--- src/sv/frp_pkg.sv ---
// ---------------------------------------------------------------------------
// frp_pkg: shared types and constants of the framed packet receiver
// Request codes, parse steps, register indexes and direction codes.
// ---------------------------------------------------------------------------
`default_nettype none

package frp_pkg;

	typedef enum logic [1:0] {
		REQ_BYTE   = 2'd0,
		REQ_ACK    = 2'd1,
		REQ_READ   = 2'd2,
		REQ_UNUSED = 2'd3
	} req_type_t;

	typedef enum logic [2:0] {
		ST_HUNT    = 3'd0,
		ST_SYNC2   = 3'd1,
		ST_SYNC3   = 3'd2,
		ST_LENGTH  = 3'd3,
		ST_PAYLOAD = 3'd4
	} parse_step_t;

	typedef enum logic [1:0] {
		REG_SYNC_FIRST  = 2'd0,
		REG_SYNC_SECOND = 2'd1,
		REG_SYNC_THIRD  = 2'd2,
		REG_NONE        = 2'd3
	} reg_index_t;

	localparam int unsigned PADDR_W = 4;
	localparam int unsigned PDATA_W = 32;

	localparam logic [7:0] SYNC_FIRST_RST  = 8'h55;
	localparam logic [7:0] SYNC_SECOND_RST = 8'hAA;
	localparam logic [7:0] SYNC_THIRD_RST  = 8'h01;

	// first payload byte codes of a direction command
	localparam logic [7:0] CMD_A_NEG = 8'd1;
	localparam logic [7:0] CMD_A_POS = 8'd2;
	localparam logic [7:0] CMD_B_NEG = 8'd4;
	localparam logic [7:0] CMD_B_POS = 8'd8;

	localparam logic signed [1:0] DIR_NEG  = -2'sd1;
	localparam logic signed [1:0] DIR_ZERO = 2'sd0;
	localparam logic signed [1:0] DIR_POS  = 2'sd1;

	typedef struct packed {
		logic [7:0] first;
		logic [7:0] second;
		logic [7:0] third;
	} sync_cfg_t;

endpackage

`default_nettype wire

--- src/sv/frp_cfg.sv ---
// ---------------------------------------------------------------------------
// frp_cfg: signature byte registers
// APB-style register file holding the three header signature bytes.
// ---------------------------------------------------------------------------
`default_nettype none

module frp_cfg (
	input  wire                           clk,
	input  wire                           arst_n,
	input  wire                           psel,
	input  wire                           penable,
	input  wire                           pwrite,
	input  wire  [frp_pkg::PADDR_W-1:0]   paddr,
	input  wire  [frp_pkg::PDATA_W-1:0]   pwdata,
	output logic [frp_pkg::PDATA_W-1:0]   prdata,
	output logic                          pready,
	output frp_pkg::sync_cfg_t            sync_cfg
);
	import frp_pkg::*;

	sync_cfg_t  sync_q;
	reg_index_t reg_idx;
	logic       wr_en;

	assign reg_idx = reg_index_t'(paddr[3:2]);
	assign wr_en   = psel && penable && pwrite;
	assign pready  = 1'b1;

	// write a register in the access phase
	always_ff @(posedge clk or negedge arst_n) begin
		if (!arst_n) begin
			sync_q.first  <= SYNC_FIRST_RST;
			sync_q.second <= SYNC_SECOND_RST;
			sync_q.third  <= SYNC_THIRD_RST;
		end else if (wr_en) begin
			case (reg_idx)
				REG_SYNC_FIRST:  sync_q.first  <= pwdata[7:0];
				REG_SYNC_SECOND: sync_q.second <= pwdata[7:0];
				REG_SYNC_THIRD:  sync_q.third  <= pwdata[7:0];
				default: ;
			endcase
		end
	end

	// read back
	always_comb begin
		case (reg_idx)
			REG_SYNC_FIRST:  prdata = {24'd0, sync_q.first};
			REG_SYNC_SECOND: prdata = {24'd0, sync_q.second};
			REG_SYNC_THIRD:  prdata = {24'd0, sync_q.third};
			default:         prdata = '0;
		endcase
	end

	assign sync_cfg = sync_q;

endmodule

`default_nettype wire

--- src/sv/frp_parser.sv ---
// ---------------------------------------------------------------------------
// frp_parser: frame parser and command decoder
// Hunts the signature, takes the length and payload bytes, and decodes
// the first payload byte into axis directions or a pending frame.
// ---------------------------------------------------------------------------
`default_nettype none

module frp_parser #(
	parameter int unsigned LENGTH_LIMIT = 10,
	parameter int unsigned LW           = 4
) (
	input  wire                       clk,
	input  wire                       arst_n,
	input  wire                       accept,
	input  wire  [1:0]                req_type,
	input  wire  [7:0]                rx_byte,
	input  frp_pkg::sync_cfg_t        sync_cfg,
	output logic                      flag,
	output logic [LW-1:0]             frame_len,
	output logic signed [1:0]         dir_a,
	output logic signed [1:0]         dir_b,
	output logic                      wr_en,
	output logic [LW-1:0]             wr_addr,
	output logic [7:0]                wr_data
);
	import frp_pkg::*;

	localparam int unsigned DEPTH = LENGTH_LIMIT - 1;
	localparam logic [8:0]  LIMIT_9 = 9'(LENGTH_LIMIT);
	localparam logic [LW:0] DEPTH_X = (LW + 1)'(DEPTH);

	parse_step_t       step_q, step_d;
	logic [LW-1:0]     count_q, count_d;
	logic [LW-1:0]     len_q, len_d;
	logic              flag_q, flag_d;
	logic signed [1:0] dir_a_q, dir_a_d;
	logic signed [1:0] dir_b_q, dir_b_d;
	logic [7:0]        first_q;
	logic [LW-1:0]     count_inc;
	logic [7:0]        cmd_byte;
	logic              take;
	logic              store_ok;

	assign take      = accept && (req_type_t'(req_type) == REQ_BYTE) && !flag_q;
	assign count_inc = count_q + 1'b1;
	assign store_ok  = (count_q < len_q) && ({1'b0, count_q} < DEPTH_X);
	// a one-byte frame decodes the byte arriving now
	assign cmd_byte  = (count_q == '0) ? rx_byte : first_q;

	// hold state
	always_ff @(posedge clk or negedge arst_n) begin
		if (!arst_n) begin
			step_q  <= ST_HUNT;
			count_q <= '0;
			len_q   <= '0;
			flag_q  <= 1'b0;
			dir_a_q <= DIR_ZERO;
			dir_b_q <= DIR_ZERO;
		end else begin
			step_q  <= step_d;
			count_q <= count_d;
			len_q   <= len_d;
			flag_q  <= flag_d;
			dir_a_q <= dir_a_d;
			dir_b_q <= dir_b_d;
		end
	end

	// keep a copy of the first payload byte for the command decode
	always_ff @(posedge clk) begin
		if (wr_en && (count_q == '0)) begin
			first_q <= rx_byte;
		end
	end

	// advance the parse
	always_comb begin
		step_d  = step_q;
		count_d = count_q;
		len_d   = len_q;
		flag_d  = flag_q;
		dir_a_d = dir_a_q;
		dir_b_d = dir_b_q;
		wr_en   = 1'b0;
		if (accept && (req_type_t'(req_type) == REQ_ACK)) begin
			flag_d = 1'b0;
		end
		if (take) begin
			case (step_q)
				ST_HUNT: begin
					if (rx_byte == sync_cfg.first) step_d = ST_SYNC2;
				end
				ST_SYNC2: begin
					step_d = (rx_byte == sync_cfg.second) ? ST_SYNC3 : ST_HUNT;
				end
				ST_SYNC3: begin
					step_d = (rx_byte == sync_cfg.third) ? ST_LENGTH : ST_HUNT;
				end
				ST_LENGTH: begin
					if ((rx_byte != 8'd0) && ({1'b0, rx_byte} < LIMIT_9)) begin
						len_d   = LW'(rx_byte);
						count_d = '0;
						step_d  = ST_PAYLOAD;
					end else begin
						step_d = ST_HUNT;
					end
				end
				ST_PAYLOAD: begin
					if (store_ok) begin
						wr_en   = 1'b1;
						count_d = count_inc;
						if (count_inc == len_q) begin
							count_d = '0;
							step_d  = ST_HUNT;
							case (cmd_byte)
								CMD_A_NEG: dir_a_d = DIR_NEG;
								CMD_A_POS: dir_a_d = DIR_POS;
								CMD_B_NEG: dir_b_d = DIR_NEG;
								CMD_B_POS: dir_b_d = DIR_POS;
								default:   flag_d  = 1'b1;
							endcase
						end
					end else begin
						count_d = '0;
						step_d  = ST_HUNT;
					end
				end
				default: ;
			endcase
		end
	end

	assign wr_addr   = count_q;
	assign wr_data   = rx_byte;
	assign flag      = flag_q;
	assign frame_len = len_q;
	assign dir_a     = dir_a_q;
	assign dir_b     = dir_b_q;

endmodule

`default_nettype wire

--- src/sv/frp_store.sv ---
// ---------------------------------------------------------------------------
// frp_store: payload buffer
// One write port for the parser and one registered read port for software.
// ---------------------------------------------------------------------------
`default_nettype none

module frp_store #(
	parameter int unsigned LENGTH_LIMIT = 10,
	parameter int unsigned LW           = 4
) (
	input  wire              clk,
	input  wire              wr_en,
	input  wire  [LW-1:0]    wr_addr,
	input  wire  [7:0]       wr_data,
	input  wire              rd_load,
	input  wire              rd_en,
	input  wire  [LW-1:0]    rd_addr,
	output logic [7:0]       rd_data_s1
);
	localparam int unsigned DEPTH = LENGTH_LIMIT - 1;
	localparam int unsigned AW    = (DEPTH > 1) ? $clog2(DEPTH) : 1;
	localparam logic [LW:0] DEPTH_X = (LW + 1)'(DEPTH);

	logic [7:0] mem [DEPTH];
	logic       rd_in_range;

	assign rd_in_range = ({1'b0, rd_addr} < DEPTH_X);

	// write payload byte
	always_ff @(posedge clk) begin
		if (wr_en) begin
			mem[wr_addr[AW-1:0]] <= wr_data;
		end
	end

	// register read data with the transaction; zero when not a read or out of range
	always_ff @(posedge clk) begin
		if (rd_load) begin
			if (rd_en && rd_in_range) begin
				rd_data_s1 <= mem[rd_addr[AW-1:0]];
			end else begin
				rd_data_s1 <= 8'd0;
			end
		end
	end

endmodule

`default_nettype wire

--- src/sv/frp_outbuf.sv ---
// ---------------------------------------------------------------------------
// frp_outbuf: result stage and output register
// Tracks the result stage, moves results to the output register, and
// drives the input ready from the space left in the two.
// ---------------------------------------------------------------------------
`default_nettype none

module frp_outbuf #(
	parameter int unsigned LW = 4
) (
	input  wire                    clk,
	input  wire                    arst_n,
	input  wire                    accept,
	output logic                   in_ready,
	input  wire                    flag_s1,
	input  wire  [LW-1:0]          len_s1,
	input  wire  [7:0]             rd_data_s1,
	input  wire  signed [1:0]      dir_a_s1,
	input  wire  signed [1:0]      dir_b_s1,
	output logic                   out_valid,
	input  wire                    out_ready,
	output logic                   frame_complete,
	output logic [LW-1:0]          payload_length,
	output logic [7:0]             read_data,
	output logic signed [1:0]      axis_a_direction,
	output logic signed [1:0]      axis_b_direction
);
	logic valid_s1;
	logic out_valid_q;
	logic advance;

	assign advance  = !out_valid_q || out_ready;
	assign in_ready = !valid_s1 || advance;

	// track the result stage and the output register
	always_ff @(posedge clk or negedge arst_n) begin
		if (!arst_n) begin
			valid_s1    <= 1'b0;
			out_valid_q <= 1'b0;
		end else begin
			if (accept) begin
				valid_s1 <= 1'b1;
			end else if (advance) begin
				valid_s1 <= 1'b0;
			end
			if (advance) begin
				out_valid_q <= valid_s1;
			end
		end
	end

	// move the result into the output register
	always_ff @(posedge clk) begin
		if (advance && valid_s1) begin
			frame_complete   <= flag_s1;
			payload_length   <= len_s1;
			read_data        <= rd_data_s1;
			axis_a_direction <= dir_a_s1;
			axis_b_direction <= dir_b_s1;
		end
	end

	assign out_valid = out_valid_q;

endmodule

`default_nettype wire

--- src/sv/framed_packet_receiver_direction_cmd.sv ---
// ---------------------------------------------------------------------------
// framed_packet_receiver_direction_cmd: framed serial packet receiver
// Signature hunt, length and payload capture, direction command decode.
// ---------------------------------------------------------------------------
// The block takes one transaction per clock cycle while in_ready is high, and
// returns one result for each. The parse state is updated in the same cycle
// that a transaction is accepted, and a payload read goes through the buffer's
// registered read port into a result stage, which an output register follows;
// together they let a new transaction in while a result waits. A payload
// entry that was never written since reset reads back as an unspecified
// value. The buffer holds LENGTH_LIMIT-1 bytes.
`default_nettype none

module framed_packet_receiver_direction_cmd #(
	parameter int unsigned LENGTH_LIMIT = 10
) (
	input  wire                                         clk,
	input  wire                                         arst_n,
	input  wire                                         in_valid,
	output logic                                        in_ready,
	input  wire  [1:0]                                  req_type,
	input  wire  [7:0]                                  rx_byte,
	input  wire  [$clog2(LENGTH_LIMIT)-1:0]             read_index,
	output logic                                        out_valid,
	input  wire                                         out_ready,
	output logic                                        frame_complete,
	output logic [$clog2(LENGTH_LIMIT)-1:0]             payload_length,
	output logic [7:0]                                  read_data,
	output logic signed [1:0]                           axis_a_direction,
	output logic signed [1:0]                           axis_b_direction,
	input  wire                                         psel,
	input  wire                                         penable,
	input  wire                                         pwrite,
	input  wire  [frp_pkg::PADDR_W-1:0]                 paddr,
	input  wire  [frp_pkg::PDATA_W-1:0]                 pwdata,
	output logic [frp_pkg::PDATA_W-1:0]                 prdata,
	output logic                                        pready
);
	import frp_pkg::*;

	localparam int unsigned LW = $clog2(LENGTH_LIMIT);

	sync_cfg_t         sync_cfg;
	logic              accept;
	logic              flag;
	logic [LW-1:0]     frame_len;
	logic signed [1:0] dir_a;
	logic signed [1:0] dir_b;
	logic              wr_en;
	logic [LW-1:0]     wr_addr;
	logic [7:0]        wr_data;
	logic [7:0]        rd_data_s1;
	logic              rd_en;

	assign accept = in_valid && in_ready;
	assign rd_en  = (req_type_t'(req_type) == REQ_READ);

	frp_cfg u_cfg (
		.clk      (clk),
		.arst_n   (arst_n),
		.psel     (psel),
		.penable  (penable),
		.pwrite   (pwrite),
		.paddr    (paddr),
		.pwdata   (pwdata),
		.prdata   (prdata),
		.pready   (pready),
		.sync_cfg (sync_cfg)
	);

	frp_parser #(
		.LENGTH_LIMIT (LENGTH_LIMIT),
		.LW           (LW)
	) u_parser (
		.clk       (clk),
		.arst_n    (arst_n),
		.accept    (accept),
		.req_type  (req_type),
		.rx_byte   (rx_byte),
		.sync_cfg  (sync_cfg),
		.flag      (flag),
		.frame_len (frame_len),
		.dir_a     (dir_a),
		.dir_b     (dir_b),
		.wr_en     (wr_en),
		.wr_addr   (wr_addr),
		.wr_data   (wr_data)
	);

	frp_store #(
		.LENGTH_LIMIT (LENGTH_LIMIT),
		.LW           (LW)
	) u_store (
		.clk        (clk),
		.wr_en      (wr_en),
		.wr_addr    (wr_addr),
		.wr_data    (wr_data),
		.rd_load    (accept),
		.rd_en      (rd_en),
		.rd_addr    (read_index),
		.rd_data_s1 (rd_data_s1)
	);

	// parser state stays put while the result stage is occupied and the output register is stalled
	frp_outbuf #(
		.LW (LW)
	) u_outbuf (
		.clk              (clk),
		.arst_n           (arst_n),
		.accept           (accept),
		.in_ready         (in_ready),
		.flag_s1          (flag),
		.len_s1           (frame_len),
		.rd_data_s1       (rd_data_s1),
		.dir_a_s1         (dir_a),
		.dir_b_s1         (dir_b),
		.out_valid        (out_valid),
		.out_ready        (out_ready),
		.frame_complete   (frame_complete),
		.payload_length   (payload_length),
		.read_data        (read_data),
		.axis_a_direction (axis_a_direction),
		.axis_b_direction (axis_b_direction)
	);

endmodule

`default_nettype wire

--- config.mk ---
export PLATFORM = sky130hd
export DESIGN_NAME = framed_packet_receiver_direction_cmd
export DESIGN_NICKNAME = d
export VERILOG_FILES = /design/src/sv/frp_pkg.sv /design/src/sv/frp_cfg.sv /design/src/sv/frp_parser.sv /design/src/sv/frp_store.sv /design/src/sv/frp_outbuf.sv /design/src/sv/framed_packet_receiver_direction_cmd.sv
export SDC_FILE = /design/constraint.sdc
export NUM_CORES = 1
export LEC_CHECK = 0
export BUFFER_PORTS_ARGS = -buffer_cell sky130_fd_sc_hd__buf_2
export CAP_MARGIN = 20
export CORE_ASPECT_RATIO = 1.75
export CORE_MARGIN = 5
export CORE_UTILIZATION = 25
export CTS_BUF_LIST = sky130_fd_sc_hd__clkbuf_4 sky130_fd_sc_hd__clkbuf_8
export DETAILED_ROUTE_END_ITERATION = 16
export GPL_TIMING_DRIVEN = 0
export HOLD_SLACK_MARGIN = 0.08
export SYNTH_ARGS = -nofsm -noshare
export SYNTH_HDL_FRONTEND = slang
export SYNTH_SLANG_ARGS = --single-unit
--- constraint.sdc ---
create_clock -name clk -period 3.76 [get_ports clk]
set_clock_uncertainty 0.15 [all_clocks]
set_input_delay 0.376 -clock clk [delete_from_list [all_inputs] [get_ports clk]]
set_output_delay 0.376 -clock clk [all_outputs]
set_load 0.02 [all_outputs]
==> flow_summary.ini, run 1 <==
[global_routing]
grt_pass1_vias = 3966
grt_max_degree = 43
grtUsageTotal = 0.0998
antenna_found_initial = 0
overflow = 0
grt_pass1_wl_mm = 22.5

[detailed_routing]
ant_nets = 0
viasPerCell = 4.21
first_iter_violations = 155
avgRoutedWirePerCell_microns = 15.9
firstDrtPassIters = 4
totalWireLength_mm = 14.1
vias = 3724
drc = 0

[logic_synthesis]
synth.largest_area_cell = edfxtp_1
synth_xor_area_frac = 0.0437
async_flop_share = 0.302
synth-main-ff-cell = edfxtp_1
syn-mean-instance-area_sq_um = 14.5
synth_compound_area_frac = 0.0464
synthMuxAreaShare = 0.135
synth_warnings = 0
synth_edf_count = 97
syn_area_sq_um = 6420
synthTopCellsByArea = edfxtp_1 (45%), dfrtp_1 (13%), mux4_2 (5.6%)
ys_seq_elements = 139
yosysSeqAreaShare = 0.620
synthTopCellsByCount = edfxtp_1 (97), dfrtp_1 (33), nor2_1 (28), buf_4 (27), mux2_2 (26)
synth_fa_ha_area_frac = 0.0156
synth_top_family_by_area = multiplexers
netlist.area_leader.share = 0.454
yosysMostFrequentCell = edfxtp_1
netlist_instances = 442
synth.distinct_cells = 56
synth-simple-area-share = 0.0876

[floorplan]
die_height_microns = 222
dieArea_sq_um = 29100
num_rows = 77
start_util = 0.253
design.core.area_sq_um = 25300
die_w_microns = 131
pin_count = 109

[critical_path]
start_kind = flop
worstSetupEndpointType = flop
reg2reg_slack_ps = 700
startpoint = u_parser.wr_addr[0]
crit_fanout = 10
required_ps = 3680
r2r-start = u_parser.wr_addr[0]
critPathKind = reg -> reg
arrival_ps = 2970

[cts]
clock-root-buffer = clkbuf_8
cts_setup_buffers = 0
numCtsBuffers = 17
clkLatencyLatePin_ps = 440
cts_tree = built
clk_pin_slew_ps = 80
cts_buffer_depth = 2
cts-htree-levels = 4
cts_resized = 0
cts_hold_buf = 15
cts_sinks = 139

[timing]
tightestPinTransition_ps = 819
rsz0062_at_grt = false
hold_viol = 0
tns_ps = 0
fmax_mhz = 327
hold_slack_ps = 140
maxSlewHeadroom = 0.440
finalSetupViolations = 0
worst_slack_ps = 703
period_share = 0.813
post-route-min-period_ps = 3060
slew_violations = 0

[placement]
dp_hpwl_mm = 10.7
gp_congestion = 0.726
port_buffers = 53
dp_slack_ps = 636

[cells_and_area]
finalNetCount = 620
insertedDiodeCount = 0
drive_gt1_frac = 0.329
syn_to_final_growth_pct = 20.1

[worst_hold_path]
min-delay-start = req_type[0]
hp-class = in -> reg

[pwr]
power.density_nw_per_um2 = 486
leakagePower_uw = 0.00295
worst_ir_drop_vdd_v = 0.000176
total_power_uw = 3750

[run_status]
status = completed

[flow_run]
max_cap_violations = 0
## cell type report
type / instances / area, sq um
timing repair buffer: 71 / 450
clock buffer: 20 / 256
fill: 2557 / 17600
inverter: 10 / 37.5
buffer: 42 / 293
sequential: 139 / 3980
tap: 316 / 395
multi-input combinational: 274 / 2210
clock inverter: 12 / 90.1
## final timing paths
check | to | depth (start not counted)
hold reg to reg | u_outbuf.read_data[4] | 0
setup reg to reg | u_store.mem[7][0] | 8
min in group asynchronous | u_parser.dir_a[0] | 2
setup / recovery | u_store.mem[7][0] | 8
hold / removal | u_parser.flag | 3
max in group asynchronous | u_cfg.sync_cfg[22] | 3
## cells by family (layout without fill, tap and decap cells)
kind of cell               after synthesis  count (layout)
other                                    2              25
xor gates and xnor gates                32              32
buffers and inverters                   52             155
adders and majority gates                8               8
muxes                                   63              63
AOI/OAI and AO/OA                       47              47
DFF                                    139             139
and+or+nand+nor                         99              99
## power breakdown
group          internal [uW]  switching, uW  leakage [uW]
clock                    484            601      0.000170
combinational            347            442       0.00141
sequential              1770            101       0.00137
total                   2610           1140       0.00295
## stage by stage
step	std cells	cell area (sq um)	utilization
after global placement	834	7160	0.283
after global routing	884	7710	0.304
after CTS	883	7690	0.303
after detailed placement	836	7190	0.284
after floorplan	465	6500	-
final	884	7710	0.304
## critical path: stages, from the launching register on
cell	delay, ps
dfrtp_1	430
inv_1	170
ha_1	220
inv_1	100
o21ai_0	310
nand4_2	330
nor2_1	250
nand2_1	90
nor2_1	640
## state kept, by name, summed over array words and instances (netlist names)
name and count:
u_outbuf.out_valid 1, u_outbuf.axis_a_direction 2, u_parser.frame_len 4, u_outbuf.read_data 8
u_parser.dir_b 2, u_parser.flag 1, u_outbuf.axis_b_direction 2, u_store.mem 65
u_outbuf.frame_complete 1, u_outbuf.payload_length 4, u_cfg.sync_cfg 24, u_store.rd_data_s1 8
u_parser.step_q 3, u_parser.dir_a 2, u_parser.wr_addr 4, u_parser.first_q 7
u_outbuf.valid_s1 1
## metal layers
layer,global-route usage,wire (microns),up-vias
met1,0.0985,4980,1798
met4,0.0409,270,0
met2,0.191,8260,84
met5,0,0,-
met3,0.0293,560,17
li1,-,-,1825
## layout by cell type, fill, tap and decap left out, types with 4 or more instances in the layout
cell type / synthesis / final
dlygate4sd3_1: 0 / 15
mux4_2: 16 / 16
xnor2_1: 7 / 7
o21ai_0: 21 / 21
clkbuf_8: 0 / 17
ha_1: 8 / 8
clkinvlp_4: 0 / 4
mux2_2: 26 / 26
nand2_1: 16 / 16
xor2_1: 25 / 25
buf_4: 27 / 29
nor2_1: 28 / 28
a21oi_1: 9 / 9
nand3_1: 8 / 8
conb_1: 2 / 25
buf_2: 2 / 55
dfrtp_1: 33 / 33
inv_6: 0 / 4
edfxtp_1: 97 / 97
nor3_1: 9 / 9
and2_1: 5 / 5
inv_1: 10 / 10
mux2i_1: 21 / 21
nor4_1: 6 / 5
dfstp_2: 9 / 9
clkbuf_1: 5 / 5
buf_6: 4 / 4
Power figures use the tool's default switching activity.
==> run 2, diff against run 1 <==
Clock period 3.76 ns to 2.74 ns, I/O delays scaled along.
==> run 2 against run 1 <==
  * Clock power is 63% higher
  * Cell area is 3.4% higher
  * Critical path depth stayed put
  * Setup slack worse by 570 ps
  * Fmax is 17% higher
  * Core utilization is 1.0 points higher
  * Global-route usage is 0.060 points higher
  * Sequential share of layout area is 1.7 points lower
  * Die area stayed put
  * Critical endpoint is now u_parser.step_q[1]
  * Largest cell class unchanged
==> flow_summary.ini, run 2 (synthesized netlist as in run 1, its figures left out) <==
[global_routing]
overflow = 0
grtUsageTotal = 0.100
grt_pass1_wl_mm = 22.8
antenna_found_initial = 0
grt_max_degree = 43
grt_pass1_vias = 4028

[placement]
gp_congestion = 0.728
port_buffers = 53
dp_slack_ps = -407
dp_hpwl_mm = 10.8

[cts]
clk_pin_slew_ps = 90
clkLatencyLatePin_ps = 460
numCtsBuffers = 17
clock-root-buffer = clkbuf_8
cts_buffer_depth = 2
cts_sinks = 139
cts_tree = built
cts-htree-levels = 4

[critical_path]
slowest_stage = dfrtp_1
cp_num_cells = 8
crit_family = simple AND/OR/NAND/NOR gates
r2r_cells = 8
arrival_ps = 2810
reg2reg_slack_ps = 130
crit_chain = buf_4, ha_1, xor2_1, xnor2_1, nand3_2, and3_2, nor4b_4, mux2_2
critPathKind = reg -> reg
max_stage_delay_ps = 420
required_ps = 2940
worstSetupEndpointType = flop
start_kind = flop
crit_fanout = 7
r2r-start = u_parser.wr_addr[0]
rr_endpoint = u_parser.step_q[1]
critPathBufInv = 1

[floorplan]
design.core.area_sq_um = 25300
die_w_microns = 131
die_height_microns = 222
pin_count = 109
start_util = 0.253
dieArea_sq_um = 29100
num_rows = 77

[cells_and_area]
final_cell_mix = edfxtp_1 (97), buf_2 (55), buf_4 (33), dfrtp_1 (32), mux2_2 (26)
insertedDiodeCount = 0
syn_to_final_growth_pct = 24.2
multi_input_area_sq_um = 2260
final_core_util = 0.315
drive_gt1_frac = 0.348
fillers = 2570
layout_commonest_cell = edfxtp_1
largest_register_ffs = 65
regArea_sq_um = 3980
finalNetCount = 633

[detailed_routing]
totalWireLength_mm = 14.4
dr_wl_met2_mm = 8.45
ant_nets = 0
vias = 3789
m1WireLength_mm = 5.16
routed.top_layer = met4
met3_wirelength_microns = 521
first_iter_violations = 126
firstDrtPassIters = 4
avgRoutedWirePerCell_microns = 16.0
drc = 0
viasPerCell = 4.22

[timing]
period_share = 0.952
post-route-min-period_ps = 2610
fmax_mhz = 383
finalSetupViolations = 0
worst_slack_ps = 131
hold_viol = 0
tightestPinTransition_ps = 823
maxSlewHeadroom = 0.437
rsz0062_at_grt = false
slew_violations = 0

[pwr]
worst_ir_drop_vdd_v = 0.000275
leakagePower_uw = 0.00306
power.density_nw_per_um2 = 694

[flow_run]
max_cap_violations = 0

[run_status]
status = completed

[worst_hold_path]
hp-class = in -> async
run 2: cell types whose count changed in the layout (fill, tap and decap cells not counted), sizes merged:
cell         change
inv              +1
bufinv           +3
clkbuf           -3
dlygate4sd3      +7
buf              +6
clkinv           +2
clkinvlp         -3
run 2: where the power goes:
group          switching [uW]  total (uW)  leakage, uW  internal (uW)
Sequential                141        2580      0.00137           2440
Combinational             651        1180      0.00148            529
Clock                     859        1780     0.000211            919
run 2: how the worst max path moves through the flow:
stage,from,endpoint,slack (ps)
global placement,u_parser.wr_addr[0],u_store.mem[3][5],-780
finish,u_parser.wr_addr[0],u_parser.step_q[1],130
floorplan,u_parser.step_q[0],u_store.mem[3][0],30
CTS,u_parser.wr_addr[0],u_parser.first_q[6],30
global route,u_parser.wr_addr[0],u_parser.step_q[1],20
detailed placement,u_parser.wr_addr[0],u_store.mem[4][5],-410
run 2: stage by stage:
step	total power (uW)	hold WS [ps]	setup TNS, ps	instances	instance area, sq um
2_1_floorplan	3390	-172	0	465	6510
3_3_place_gp	3680	254	-13570	834	7170
3_5_place_dp	3700	258	-10260	835	7180
4_1_cts	5540	143	0	892	7890
5_1_grt	5810	85.8	0	897	7970
6_report	5540	86.2	0	897	7970
run 2: per-layer routing:
metal | vias to the layer above | track usage
li1 | 1851 | -
met1 | 1834 | 0.0968
met2 | 85 | 0.198
met3 | 19 | 0.0279
met4 | 0 | 0.0369
met5 | - | 0
run 2: area by class of cell:
class | count | area share
Sequential cell | 139 | 0.499
Tap cell | 316 | 0.0496
Clock inverter | 15 | 0.0235
Multi-Input combinational cell | 274 | 0.283
Inverter | 10 | 0.00471
Clock buffer | 17 | 0.0294
Timing Repair Buffer | 84 | 0.0741
Buffer | 42 | 0.0367
run 2: worst register-to-register path: cells and delay by family (launching register included):
family / cells / cell delay (ps)
adders and majority gates: 1 / 240
xor gates and xnor gates: 2 / 370
buffers and inverters: 1 / 150
and+or+nand+nor: 3 / 830
muxes: 1 / 370
DFF: 1 / 420
run 2: timing repair:
action / in CTS / in global routing
hold endpoints to repair: 132 / 0
setup endpoints to repair: 48 / 60
hold buffers: 22 / 0
setup buffers: 3 / 4
gates resized for setup: 6 / 9
pin swaps: 2 / 2
==> run 3, diff against run 2 <==
Settings changed: SYNTH_HIERARCHICAL set to 1.
Clock period 2.74 ns to 2.8 ns, I/O delays scaled along.
==> run 3 against run 2 <==
  * Non-clock buffer count is 15 higher
  * Final cell count grew 11%
  * Clock power is 16% lower
  * Setup slack improved by 17 ps
  * Die area increased by 8.0%
  * Power fell by 7.7%
  * Sequential share of layout area shrank 0.85 points
  * Synthesized cell count up 9.5%
  * Clock-buffer cell count is 4 higher
  * Via count is 8.0% higher
==> flow_summary.ini, run 3 <==
[run_status]
status = completed

[logic_synthesis]
yosysMostFrequentCell = edfxtp_1
async_flop_share = 0.286
synth.largest_area_cell = edfxtp_1
ys_seq_elements = 147
yosysSeqAreaShare = 0.605
syn-mean-instance-area_sq_um = 14.4
synth.distinct_cells = 68
synthTopCellsByArea = edfxtp_1 (45%), dfrtp_1 (12%), mux2_2 (5.8%)
netlist_instances = 484
synthTopCellsByCount = edfxtp_1 (105), buf_4 (38), mux2_2 (36), dfrtp_1 (33), nand2_1 (32)
synth_warnings = 6
synth_edf_count = 105
syn_area_sq_um = 6960
synth-main-ff-cell = edfxtp_1
netlist.area_leader.share = 0.453

[global_routing]
grt_pass1_vias = 4219
overflow = 0
antenna_found_initial = 1
grt_pass1_wl_mm = 22.7
grtUsageTotal = 0.0967
grt_max_degree = 43

[cells_and_area]
finalNetCount = 676
final_cell_mix = edfxtp_1 (105), buf_2 (58), buf_4 (45), mux2_2 (36), nand2_1 (31)
layout_commonest_cell = edfxtp_1
largest_register_ffs = 72
fillers = 2758
drive_gt1_frac = 0.375
syn_to_final_growth_pct = 23.6

[detailed_routing]
vias = 4092
drc = 0
firstDrtPassIters = 4
first_iter_violations = 146
avgRoutedWirePerCell_microns = 14.9
ant_nets = 0
totalWireLength_mm = 14.9
viasPerCell = 4.11

[timing]
maxSlewHeadroom = 0.441
hold_slack_ps = 219
fmax_mhz = 377
tns_ps = 0
period_share = 0.947
hold_viol = 0
worst_slack_ps = 148
post-route-min-period_ps = 2650
finalSetupViolations = 0
slew_violations = 0
tightestPinTransition_ps = 839

[critical_path]
arrival_ps = 2640
critPathBufInv = 1
critPathKind = reg -> reg
start_kind = flop
slowest_stage = or3b_4
crit_family = simple AND/OR/NAND/NOR gates
max_stage_delay_ps = 450
crit_fanout = 8
required_ps = 2780
crit_chain = nor2b_4, nand2_4, and2_4, nor4b_4, a21boi_2, nand3_2, inv_4, or3b_4, nor2_4
worstSetupEndpointType = flop

[flow_run]
max_cap_violations = 0

[floorplan]
pin_count = 109
num_rows = 80
dieArea_sq_um = 31400
die_height_microns = 231
start_util = 0.254
die_w_microns = 136
design.core.area_sq_um = 27400

[cts]
cts_sinks = 147
cts_buffer_depth = 2
cts-htree-levels = 4
clk_pin_slew_ps = 80
cts_tree = built
clock-root-buffer = clkbuf_8
numCtsBuffers = 17
clkLatencyLatePin_ps = 460

[placement]
port_buffers = 55
dp_slack_ps = -444
gp_congestion = 0.769
dp_hpwl_mm = 11.2

[worst_hold_path]
hp-class = in -> reg

[pwr]
power.density_nw_per_um2 = 594
leakagePower_uw = 0.00329
worst_ir_drop_vdd_v = 0.000333
-- run 3: changes by cell type after synthesis, sizes merged, moves of 8 or more --
cell,change
mux2,+19
nor2,-17
nand2,+16
buf,+13
mux2i,-10
a22oi,+9
a221oi,+8
edfxtp,+8
mux4,-8
-- run 3: final cells by class --
type,instances,area (sq um),area share
sequential,147,4220,0.490
buffer,54,412,0.0478
timing repair buffer,87,618,0.0718
antenna,1,2.50,0.000291
tap,369,462,0.0537
multi-input combinational,295,2500,0.290
clock buffer,21,264,0.0307
inverter,11,43.8,0.00509
clock inverter,11,87.6,0.0102
-- run 3: path summary, 6_finish.rpt --
| path | startpoint | endpoint | slack [ps] | cells past startpoint |
|---|---|---|---|---|
| min reg2reg | u_store/rd_data_s1[1] | u_outbuf/read_data[1] | 270 | 0 |
| min | penable | u_cfg/sync_cfg[5] | 220 | 4 |
| min in group asynchronous | arst_n | u_outbuf/valid_s1 | 550 | 3 |
| max in group asynchronous | arst_n | u_cfg/sync_cfg[13] | 1460 | 4 |
| max | u_outbuf/out_valid | u_store/mem[1][3] | 150 | 9 |
| max reg2reg | u_outbuf/out_valid | u_store/mem[1][3] | 150 | 9 |
-- run 3: through the flow --
stage / util / cell area (sq um) / power (uW) / instances
finish: 0.314 / 8600 / 5110 / 996
global route: 0.314 / 8600 / 5390 / 996
CTS: 0.311 / 8530 / 5170 / 989
detailed placement: 0.287 / 7860 / 3610 / 931
global placement: 0.287 / 7860 / 3600 / 931
floorplan: - / 7120 / 3330 / 507
-- run 3: logic make-up (layout without fill, tap and decap cells) --
family	count (synthesis)	after routing	synth area share
xor+xnor	33	33	0.0415
buf+inv	65	184	0.0651
compound gates	67	67	0.0656
fa+ha+maj	8	8	0.0137
simple gates	98	98	0.0838
flops	147	147	0.605
mux	64	64	0.124
other cells	2	26	0.00108
-- run 3: metal layers --
layer	vias to the layer above	global-route usage	routed length (microns)	share of wire
li1	2018	-	-	-
met1	1947	0.0930	5290	0.36
met2	99	0.184	8470	0.57
met3	28	0.0220	636	0.043
met4	0	0.0542	479	0.032
met5	-	0	0	0
-- run 3: power by group --
group          switching, uW  internal (uW)  leakage, uW  total (uW)
Sequential               131           2500      0.00148        2630
Clock                    770            727     0.000176        1500
Combinational            551            428      0.00163         979
-- run 3: worst reg2reg max path, cell delays in order (launching register included) --
cell and delay (ps):
dfrtp_2 410, nor2b_4 140, nand2_4 50, and2_4 150
nor4b_4 250, a21boi_2 220, nand3_2 120, inv_4 120
or3b_4 450, nor2_4 290
-- run 3: repair_timing --
item                                    in CTS  in global routing
pin swaps                                    6                  3
hold buffers                                20                  1
buffers inserted                             6                  4
endpoints found under the hold margin       93                  3
resized for setup                            9                  3
endpoints found under the setup margin      72                 35
